[src/rtl/iphc_pkg.sv]
package iphc_pkg;

    localparam int ADC_BITS_DEF = 12;

    localparam int SOIL_W   = 12;
    localparam int SOIL_DRY = 4095;
    localparam int SOIL_WET = 1500;

    // (SOIL_DRY - x) * 100 / 2595 == ((SOIL_DRY - x) * PCT_RECIP) >> PCT_SHIFT
    // for every difference in 0..2595
    localparam int PCT_W     = 7;
    localparam int PCT_RECIP = 161631;
    localparam int RECIP_W   = 18;
    localparam int PCT_SHIFT = 22;
    localparam int PROD_W    = SOIL_W + RECIP_W;

    localparam int CNT_W     = 16;

    localparam logic [PCT_W-1:0] MIN_RST      = 7'd30;
    localparam logic [PCT_W-1:0] MAX_RST      = 7'd40;
    localparam logic [CNT_W-1:0] DURATION_RST = 16'd1000;
    localparam logic [CNT_W-1:0] COOLDOWN_RST = 16'd15000;

    localparam int APB_DATA_W = 32;
    localparam int APB_ADDR_W = 4;
    localparam int OUT_TDATA_W = 16;

    typedef enum logic [1:0] {
        REG_MIN_MOISTURE = 2'd0,
        REG_MAX_MOISTURE = 2'd1,
        REG_DURATION     = 2'd2,
        REG_COOLDOWN     = 2'd3
    } t_reg_idx;

endpackage

[src/rtl/irrigation_pump_hysteresis_control_unit.sv]
// An accepted input item passes the input register, then the result register.
// Throughput: one item per cycle unless the output stalls; single registered state update.
// Backpressure: the input stage refills in the cycle its item moves to the result register.
// Reset: synchronous, active low; clears all control and watering state and loads
// the register defaults (min 30, max 40, duration 1000, cooldown 15000).
module irrigation_pump_hysteresis_control_unit #(
    parameter int ADC_BITS = iphc_pkg::ADC_BITS_DEF
) (
    input  logic                                i_clk,
    input  logic                                i_rst_n,

    input  logic                                s_axis_tvalid,
    output logic                                s_axis_tready,
    // [ADC_BITS-1:0] soil_raw, [ADC_BITS] rain_level, rest zero
    input  logic [((ADC_BITS+8)/8)*8-1:0]       s_axis_tdata,
    // [0] mode
    input  logic                                s_axis_tuser,

    output logic                                m_axis_tvalid,
    input  logic                                m_axis_tready,
    // [0] pump_on, [7:1] moisture_percent, [8] manual_running,
    // [9] request_accepted, rest zero
    output logic [iphc_pkg::OUT_TDATA_W-1:0]    m_axis_tdata,

    input  logic                                psel,
    input  logic                                penable,
    input  logic                                pwrite,
    input  logic [iphc_pkg::APB_ADDR_W-1:0]     paddr,
    input  logic [iphc_pkg::APB_DATA_W-1:0]     pwdata,
    output logic [iphc_pkg::APB_DATA_W-1:0]     prdata,
    output logic                                pready
);
    import iphc_pkg::*;

    logic [PCT_W-1:0]    r_min;
    logic [PCT_W-1:0]    r_max;
    logic [CNT_W-1:0]    r_duration;
    logic [CNT_W-1:0]    r_cooldown;

    logic                r_in_valid;
    logic                r_in_mode;
    logic [ADC_BITS-1:0] r_in_soil;
    logic                r_in_rain;

    logic                r_out_valid;
    logic [OUT_TDATA_W-1:0] r_out_data;

    logic                r_auto;
    logic                r_manual;
    logic [CNT_W-1:0]    r_remaining;
    logic                r_ever;
    logic [CNT_W-1:0]    r_since;
    logic                r_pump;

    logic                n_auto;
    logic                n_manual;
    logic [CNT_W-1:0]    n_remaining;
    logic                n_ever;
    logic [CNT_W-1:0]    n_since;
    logic                n_pump;
    logic                n_accepted;
    logic [CNT_W-1:0]    w_rem_dec;

    logic [PCT_W-1:0]    w_pct;
    logic                w_raining;
    logic                w_advance;
    logic                w_cfg_wr;
    t_reg_idx            w_idx;

    iphc_pct_map #(
        .ADC_BITS (ADC_BITS)
    ) u_pct_map (
        .i_soil_raw (r_in_soil),
        .o_pct      (w_pct)
    );

    assign w_advance     = r_in_valid && (!r_out_valid || m_axis_tready);
    assign s_axis_tready = !r_in_valid || w_advance;
    assign m_axis_tvalid = r_out_valid;
    assign m_axis_tdata  = r_out_data;

    assign pready   = 1'b1;
    assign w_idx    = t_reg_idx'(paddr[3:2]);
    assign w_cfg_wr = psel && penable && pwrite && pready;

    always_comb begin
        unique case (w_idx)
            REG_MIN_MOISTURE: prdata = APB_DATA_W'(r_min);
            REG_MAX_MOISTURE: prdata = APB_DATA_W'(r_max);
            REG_DURATION:     prdata = APB_DATA_W'(r_duration);
            REG_COOLDOWN:     prdata = APB_DATA_W'(r_cooldown);
            default:          prdata = '0;
        endcase
    end

    assign w_raining = !r_in_rain;
    assign w_rem_dec = (r_remaining != '0) ? r_remaining - CNT_W'(1) : '0;

    always_comb begin
        n_auto      = r_auto;
        n_manual    = r_manual;
        n_remaining = r_remaining;
        n_ever      = r_ever;
        n_since     = r_since;
        n_pump      = r_pump;
        n_accepted  = 1'b0;
        if (r_in_mode) begin
            if (!r_ever || (r_since >= r_cooldown)) begin
                n_accepted  = 1'b1;
                n_ever      = 1'b1;
                n_since     = '0;
                n_manual    = 1'b1;
                n_remaining = r_duration;
            end
        end else begin
            if (r_since < r_cooldown) begin
                n_since = r_since + CNT_W'(1);
            end
            if (r_manual) begin
                n_remaining = w_rem_dec;
                if (w_rem_dec != '0) begin
                    n_pump = 1'b1;
                end else begin
                    n_manual = 1'b0;
                    n_pump   = 1'b0;
                end
            end else begin
                priority if ((w_pct <= r_min) && !w_raining) begin
                    n_auto = 1'b1;
                end else if ((w_pct >= r_max) || w_raining) begin
                    n_auto = 1'b0;
                end
                n_pump = n_auto;
            end
        end
    end

    always_ff @(posedge i_clk) begin
        if (!i_rst_n) begin
            r_min       <= MIN_RST;
            r_max       <= MAX_RST;
            r_duration  <= DURATION_RST;
            r_cooldown  <= COOLDOWN_RST;
            r_in_valid  <= 1'b0;
            r_out_valid <= 1'b0;
            r_auto      <= 1'b0;
            r_manual    <= 1'b0;
            r_remaining <= '0;
            r_ever      <= 1'b0;
            r_since     <= '0;
            r_pump      <= 1'b0;
        end else begin
            if (w_cfg_wr) begin
                unique case (w_idx)
                    REG_MIN_MOISTURE: r_min      <= pwdata[PCT_W-1:0];
                    REG_MAX_MOISTURE: r_max      <= pwdata[PCT_W-1:0];
                    REG_DURATION:     r_duration <= pwdata[CNT_W-1:0];
                    REG_COOLDOWN:     r_cooldown <= pwdata[CNT_W-1:0];
                    default: ;
                endcase
            end
            if (s_axis_tready) begin
                r_in_valid <= s_axis_tvalid;
            end
            if (w_advance) begin
                r_out_valid <= 1'b1;
                r_auto      <= n_auto;
                r_manual    <= n_manual;
                r_remaining <= n_remaining;
                r_ever      <= n_ever;
                r_since     <= n_since;
                r_pump      <= n_pump;
            end else if (m_axis_tready) begin
                r_out_valid <= 1'b0;
            end
        end
    end

    always_ff @(posedge i_clk) begin
        if (s_axis_tready && s_axis_tvalid) begin
            r_in_mode <= s_axis_tuser;
            r_in_soil <= s_axis_tdata[ADC_BITS-1:0];
            r_in_rain <= s_axis_tdata[ADC_BITS];
        end
        if (w_advance) begin
            r_out_data <= OUT_TDATA_W'({n_accepted, n_manual, w_pct, n_pump});
        end
    end

endmodule

[src/rtl/iphc_pct_map.sv]
module iphc_pct_map #(
    parameter int ADC_BITS = iphc_pkg::ADC_BITS_DEF
) (
    input  logic [ADC_BITS-1:0]         i_soil_raw,
    output logic [iphc_pkg::PCT_W-1:0]  o_pct
);
    import iphc_pkg::*;

    logic [ADC_BITS-1:0] w_clamped;
    logic [SOIL_W-1:0]   w_diff;
    logic [PROD_W-1:0]   w_prod;

    always_comb begin
        if (i_soil_raw > ADC_BITS'(SOIL_DRY)) begin
            w_clamped = ADC_BITS'(SOIL_DRY);
        end else if (i_soil_raw < ADC_BITS'(SOIL_WET)) begin
            w_clamped = ADC_BITS'(SOIL_WET);
        end else begin
            w_clamped = i_soil_raw;
        end
    end

    assign w_diff = SOIL_W'(SOIL_DRY) - w_clamped[SOIL_W-1:0];
    assign w_prod = PROD_W'(w_diff) * PROD_W'(PCT_RECIP);
    assign o_pct  = w_prod[PCT_SHIFT +: PCT_W];

endmodule

[config.mk]
export PLATFORM = sky130hd
export DESIGN_NAME = irrigation_pump_hysteresis_control_unit
export DESIGN_NICKNAME = d
export VERILOG_FILES = /design/src/rtl/iphc_pkg.sv /design/src/rtl/irrigation_pump_hysteresis_control_unit.sv /design/src/rtl/iphc_pct_map.sv
export SDC_FILE = /design/constraint.sdc
export NUM_CORES = 1
export LEC_CHECK = 0
export BUFFER_PORTS_ARGS = -buffer_cell sky130_fd_sc_hd__clkbuf_2
export CORE_ASPECT_RATIO = 1.75
export CORE_MARGIN = 2
export CORE_UTILIZATION = 55
export CTS_CLUSTER_SIZE = 12
export DETAILED_ROUTE_END_ITERATION = 8
export PLACE_DENSITY = 0.85
export SYNTH_ARGS = -nofsm -noshare
export SYNTH_HDL_FRONTEND = slang
export SYNTH_SLANG_ARGS = --single-unit
[constraint.sdc]
create_clock -name i_clk -period 6.78 [get_ports i_clk]
set_input_delay 0.678 -clock i_clk [delete_from_list [all_inputs] [get_ports i_clk]]
set_output_delay 0.678 -clock i_clk [all_outputs]
set_load 0.05 [all_outputs]
==> impl_results.md, run 1 <==
* Most used cell, CP: fa_1
* Initial antenna violation count at 0
* Crit-path max cell delay at slightly below 0.6 ns
* Synth top area share at about 18%
* Worst-case clock buffer depth at 2
* Synth warnings at 0
* Overflow after GRT at 0
* Peak supply drop at between 0.0002 and 0.0003 V
* Period utilization at 111%
* Vias in the first global route at around 9,100
* Outcome: complete, but fails checks
* Antenna Cells at 0
* Most frequent cell after synthesis: inv_1
* Via count at 8,594
* Seq cells post-synth at 108
* Critical path class: flop to flop
* First-pass GRT wire length at 46.3 mm
* DR pass1 iterations at 5
* Clock-pin slew on the worst setup and hold paths at 0.08 ns
* Combinational Power Share at 76.3%
* Synthesized area per cell at approximately 8.9 um2
* Area delta synth->final at 19.7%
* IO Count at 111
* Async set-reset flop share out of synthesis at 0%
* Clk_skew at 0.0115 ns
* Launch point of the worst path: r_in_soil[4]$_DFFE_PP_
* Power Density at 464 nW/um2
* Maximum clock frequency at between 0.1 and 0.15 GHz
* RSZ-0062 raised after global routing: true
* Worst r2r src: r_in_soil[4]$_DFFE_PP_
* Setup TNS at -2.01 ns
* Top cells by count, synth: inv_1 (192), nand2_1 (114), ha_1 (108)
* Final ANT Viol Nets at 0
* Worst slew margin at 21.3%
* Worst reg2reg path depth at 29
* Failing checks: negative setup slack
* Pint at approximately 0.0029 W
* DRC viols at 0
* Final hold vios at 0
* Syn Inst Count at between 1,000 and 1,500
* Die X at 105 um
* Vias per std cell at around 6
* Slowest-stage cell, CP: fa_2
* Clk pwr share at 10.0%
* CP Buf/Inv Count at 5
* Die height at 180 um
* Crit path launch type: flop
* Critical Path End: m_axis_tdata[0]$_DFFE_PP_
* Core area at 17,500 um2
* Clock latency on the worst-skew pair at 0.37 ns
* Switching part of the total at 47.3%
* Layout cell share with drive strength beyond 1 at 23.5%
* Min Tclk post-route at roughly 7.5 ns
* Drt wl/cell at 20.0 um
* Sink Count at between 100 and 150
* # nets final at approximately 1,500
* # rows at 64
* Reg2reg end: m_axis_tdata[0]$_DFFE_PP_
* Top cells by area, synth: fa_1 (18%), dfxtp_1 (17%), ha_1 (14%)
* H-tree lvl count at 3
* Worst-Margin Slew at 1.18 ns
* Max Fanout on Critical Path at 5
* Post-synth EDFFs at 24
* Worst path top cell family by delay: adder cells
* Worst path depth at 29
* Sequential share of power at 13.7%
* Sequential share of the synthesized area at 24.6%
* Port buffer count at between 60 and 70
* Net Sw Power at 0.00257 W
* Initial Util at between 50% and 60%
* CP endpoint kind: flop
* Critical path data arrival time at between 7 and 8 ns
* GRT Util Overall at 31.5%
* Dpl hpwl at 21.3 mm
* GPL Wtd Cong at 0.953
* Initial DRC Count at 486
* Hold WC Path Type: flop to flop
* CTS tree: done
* Largest net degree at the start of global routing at between 40 and 50
* Max Slew Vio Count at 0
* Max-cap violations at 0
* CTS root buf: clkbuf_16
* CTS Hold Bufs at 0
* Mapped Area at 9770 um2
* Reg2reg setup slack at -0.72 ns
* Worst endpoint required time at 6.88 ns
* Hold Slack at 0.483 ns
* Top FF cell, synth: dfxtp_1
* Leading area contributor after synthesis: fa_1
* CTS buffer count at 9
* Yosys cell types at 65
* Pleak at 5.51 nW
* Final setup margin at -0.722 ns
* Routed wire length at 29.4 mm
* Total die area at about 19,000 um2
* Final setup violation count at 3
* Pre-CTS WS at -0.764 ns
-- power by group through the flow --
stage / logic (W) / registers [W] / clock network [W]
final: 0.00414 / 0.000741 / 0.000543
after global routing: 0.00449 / 0.000744 / 0.000565
after CTS: 0.00368 / 0.000740 / 0.000541
after detailed placement: 0.00302 / 0.000755 / 0
after global placement: 0.00287 / 0.000755 / 0
after floorplan: 0.00193 / 0.000809 / 0
-- repair_timing --
action | CTS | global route
setup buffers | 10 | 6
resized for setup | 72 | 20
pin swaps | 65 | 35
setup endpoints to repair | 3 | 3
-- flip-flops by register name, summed over array words and instances (netlist names) --
register,flops
r_auto,1
r_since,16
r_max,7
r_pump,1
m_axis_tdata,10
r_ever,1
r_in_soil,12
r_remaining,16
r_min,7
r_in_mode,1
r_in_valid,1
r_cooldown,16
r_manual,1
r_in_rain,1
m_axis_tvalid,1
r_duration,16
-- routing by layer --
metal | track usage (%) | wire (um) | up-vias
li1 | - | - | 3879
met1 | 31.0 | 9330 | 4122
met2 | 57.3 | 15600 | 416
met3 | 4.56 | 1600 | 177
met4 | 25.7 | 2950 | 0
met5 | 0 | 0 | -
-- cell usage in the layout, fill, tap and decap left out, types with 15 or more instances in the layout --
master    synthesis  routed
nor2_1           70      66
mux2i_1          21      21
buf_4            24     101
ha_1            108      94
nand3_1          21      20
fa_1             87      78
edfxtp_1         24      24
nor3_1           18      17
o211ai_1         24      24
nand2_1         114     113
a21oi_1          54      46
dfxtp_1          84      84
o21ai_0          20      17
nor2b_1          18      16
clkbuf_2          0      66
inv_1           192     177
a21o_1           16      15
conb_1            2      23
-- cells by family (layout without fill, tap and decap cells) --
group	after synthesis	in the layout	synth area share, %
AOI/OAI and AO/OA	181	181	12.2
xor gates and xnor gates	16	16	1.43
and+or+nand+nor	311	311	15.4
adders and majority gates	195	195	31.6
buffers and inverters	253	380	10.7
other	2	23	0.0768
DFF	108	108	24.6
muxes	30	30	3.99
-- worst min-delay path by stage --
stage | from | to | slack [ns] | depth (start not counted)
2_1_floorplan | r_duration[1]$_SDFFE_PN0P_ | r_duration[1]$_SDFFE_PN0P_ | 0.44 | 2
5_1_grt | s_axis_tdata[6] | r_in_soil[6]$_DFFE_PP_ | 0.48 | 1
3_5_place_dp | r_cooldown[6]$_SDFFE_PN0P_ | r_cooldown[6]$_SDFFE_PN0P_ | 0.47 | 2
6_report | r_cooldown[6]$_SDFFE_PN0P_ | r_cooldown[6]$_SDFFE_PN0P_ | 0.48 | 2
4_1_cts | r_cooldown[6]$_SDFFE_PN0P_ | r_cooldown[6]$_SDFFE_PN0P_ | 0.48 | 2
3_3_place_gp | r_cooldown[5]$_SDFFE_PN0P_ | r_cooldown[5]$_SDFFE_PN0P_ | 0.46 | 2
-- cell type report --
| type | instances | area [um2] |
|---|---|---|
| fill | 1299 | 5760 |
| tap | 231 | 289 |
| timing repair buffer | 172 | 1140 |
| multi-input combinational | 756 | 6840 |
| sequential | 108 | 2400 |
| clock inverter | 6 | 51.3 |
| inverter | 192 | 729 |
| clock buffer | 10 | 239 |
-- tightest hold or removal path: stages (launching register included) --
cell,delay [ns]
dfxtp_1,0.33
nand2_1,0.06
a21oi_1,0.06
-- stage by stage --
stage / power [W] / instance area [um2] / std cells / utilization (%)
after floorplan: 0.00274 / 9870 / 1117 / -
after global placement: 0.00362 / 10900 / 1444 / 62.2
after detailed placement: 0.00378 / 10900 / 1444 / 62.2
after CTS: 0.00496 / 11600 / 1469 / 66.2
after global routing: 0.00580 / 11700 / 1475 / 67.0
final: 0.00543 / 11700 / 1475 / 67.0
(Power assumes the default switching activity.)
==> run 2: changes to the inputs <==
Settings changed: HOLD_SLACK_MARGIN set to 0.08, RECOVER_POWER set to 50.
==> impl_results.md, run 2 (synthesized netlist as in run 1, its figures left out) <==
* Crit-path max cell delay at 0.59 ns
* IO Count at 111
* Vias per std cell at 5.82
* Drt wl/cell at 19.9 um
* Worst r2r src: r_in_soil[4]$_DFFE_PP_
* RSZ-0062 raised after global routing: true
* Worst endpoint required time at 6.88 ns
* Outcome: complete, but fails checks
* Clk_skew at 0.0113 ns
* DP Area at 10,900 um2
* Vias in the first global route at 9,132
* Final ANT Viol Nets at 0
* CTS root buf: clkbuf_16
* Hold depth at 2
* Die height at 180 um
* Max Slew Vio Count at 37
* Hold_sp: r_cooldown[6]$_SDFFE_PN0P_
* Clock latency on the worst-skew pair at 0.36 ns
* Layout cell share with drive strength beyond 1 at 21.9%
* Initial Util at 56.0%
* Hold WC Path Type: flop to flop
* Area delta synth->final at 19.4%
* Final setup violation count at 3
* Worst path top cell family by delay: adder cells
* Min Tclk post-route at 7.49 ns
* Largest net degree at the start of global routing at 41
* CTS buffer count at 9
* CTS tree: done
* Hold Path Sink: r_cooldown[6]$_SDFFE_PN0P_
* Most frequent cells in the layout: inv_1 (177), nand2_1 (113), buf_4 (99)
* CTS Hold Bufs at 0
* Worst reg2reg path depth at 29
* CP endpoint kind: flop
* Critical path class: flop to flop
* Power Density at roughly 460 nW/um2
* Worst-Margin Slew at between 1.5 and 2 ns
* Die X at 105 um
* DR pass1 iterations at 5
* Final Core Density at 66.8%
* Period utilization at 110%
* Crit path launch type: flop
* Finished Cell Area at about 12,000 um2
* Reg2reg end: m_axis_tdata[0]$_DFFE_PP_
* GRT Util Overall at 31.5%
* # nets final at roughly 1,500
* Initial antenna violation count at 0
* CP Buf/Inv Count at 5
* Max Fanout on Critical Path at 5
* Initial DRC Count at between 400 and 500
* GRT met2 Usage at approximately 57%
* Sink Count at 108
* Pleak at 5.45 nW
* Clock-pin slew on the worst setup and hold paths at ~0.080 ns
* Final hold vios at 0
* First-pass GRT wire length at between 40 and 50 mm
* Met3 Use GR at roughly 4.6%
* Total die area at 18,900 um2
* Commonest non-fill, non-tap cell in the layout: inv_1
* Slowest-stage cell, CP: fa_2
* Maximum clock frequency at 0.134 GHz
* GRT busiest layer: met2
* Worst-case clock buffer depth at 2
* Final setup margin at -0.706 ns
* Overflow after GRT at 0
* Core area at 17,500 um2
* Peak supply drop at 0.000255 V
* DRC viols at 0
* Global routing usage on met1 at 31.0%
* Port buffer count at 66
* # rows at 64
* Hold Slack at ~0.48 ns
* Critical path data arrival time at 7.59 ns
* Most used cell, CP: fa_1
* Dpl hpwl at 21.3 mm
* Max-cap violations at 1
* Routed wire length at between 20 and 30 mm
* Worst slew margin at -24.4%
* Antenna Cells at 0
* Via count at 8,588
* Reg2reg setup slack at -0.71 ns
* H-tree lvl count at 3
* Failing checks: max-capacitance violations, max-slew violations, negative setup slack
* GPL Wtd Cong at between 0.9 and 1
* PnR Total Power at 0.00542 W
## run 2: cell types whose count changed in the layout (fill, tap and decap cells not counted)
cell,delta
and2_0,+1
and2_1,-1
buf_4,-2
clkbuf_1,+20
clkbuf_2,-18
## run 2: final cells by class
cell class / instances / area (um2)
Multi-Input combinational cell: 756 / 6840
Fill cell: 1313 / 5790
Sequential cell: 108 / 2400
Timing Repair Buffer: 172 / 1110
Inverter: 192 / 729
Tap cell: 231 / 289
Clock buffer: 10 / 239
Clock inverter: 6 / 51.3
## run 2: repair_timing
item,in CTS,in global routing
setup buffers,10,6
endpoints found under the hold margin,0,0
gates cloned,0,0
endpoints found under the setup margin,3,3
pin swaps,65,35
resized for setup,72,20
## run 2: power by group
group	internal (W)	total, W	leakage, nW	switching [W]
Sequential	0.000719	0.000741	0.911	0.0000225
Clock	0.000268	0.000541	0.148	0.000273
Combinational	0.00187	0.00414	4.39	0.00227
## run 2: how the worst max path moves through the flow
stage,startpoint,endpoint,slack [ns],cells after the start
after floorplan,r_in_soil[2]$_DFFE_PP_,m_axis_tdata[0]$_DFFE_PP_,0.02,28
after detailed placement,r_in_soil[2]$_DFFE_PP_,m_axis_tdata[0]$_DFFE_PP_,-0.76,30
final,r_in_soil[4]$_DFFE_PP_,m_axis_tdata[0]$_DFFE_PP_,-0.71,29
after global routing,r_in_soil[2]$_DFFE_PP_,m_axis_tdata[0]$_DFFE_PP_,-1.02,28
after global placement,r_in_soil[2]$_DFFE_PP_,r_auto$_SDFFE_PN0P_,-0.53,31
after CTS,r_in_soil[5]$_DFFE_PP_,m_axis_tdata[0]$_DFFE_PP_,-0.37,29
## run 2: per-layer routing
layer	vias to the layer above	share of wire (%)	wire length (um)
met2	424	53	15500
met1	4106	31	9180
li1	3872	-	-
met3	186	5.8	1700
met5	-	0	0
met4	0	10	3000
## run 2: tightest hold or removal path, cell delays in order, from the launching register on
cell	delay (ns)
dfxtp_1	0.33
nand2_1	0.06
a21oi_1	0.06
## run 2: metrics by stage
stage                     cells  setup WS (ns)  setup TNS, ns
final                      1475         -0.706          -1.99
after global routing       1475          -1.02          -2.90
after CTS                  1469         -0.375          -1.03
after detailed placement   1444         -0.764          -2.17
after global placement     1444         -0.531          -1.50
after floorplan            1117         0.0226              0
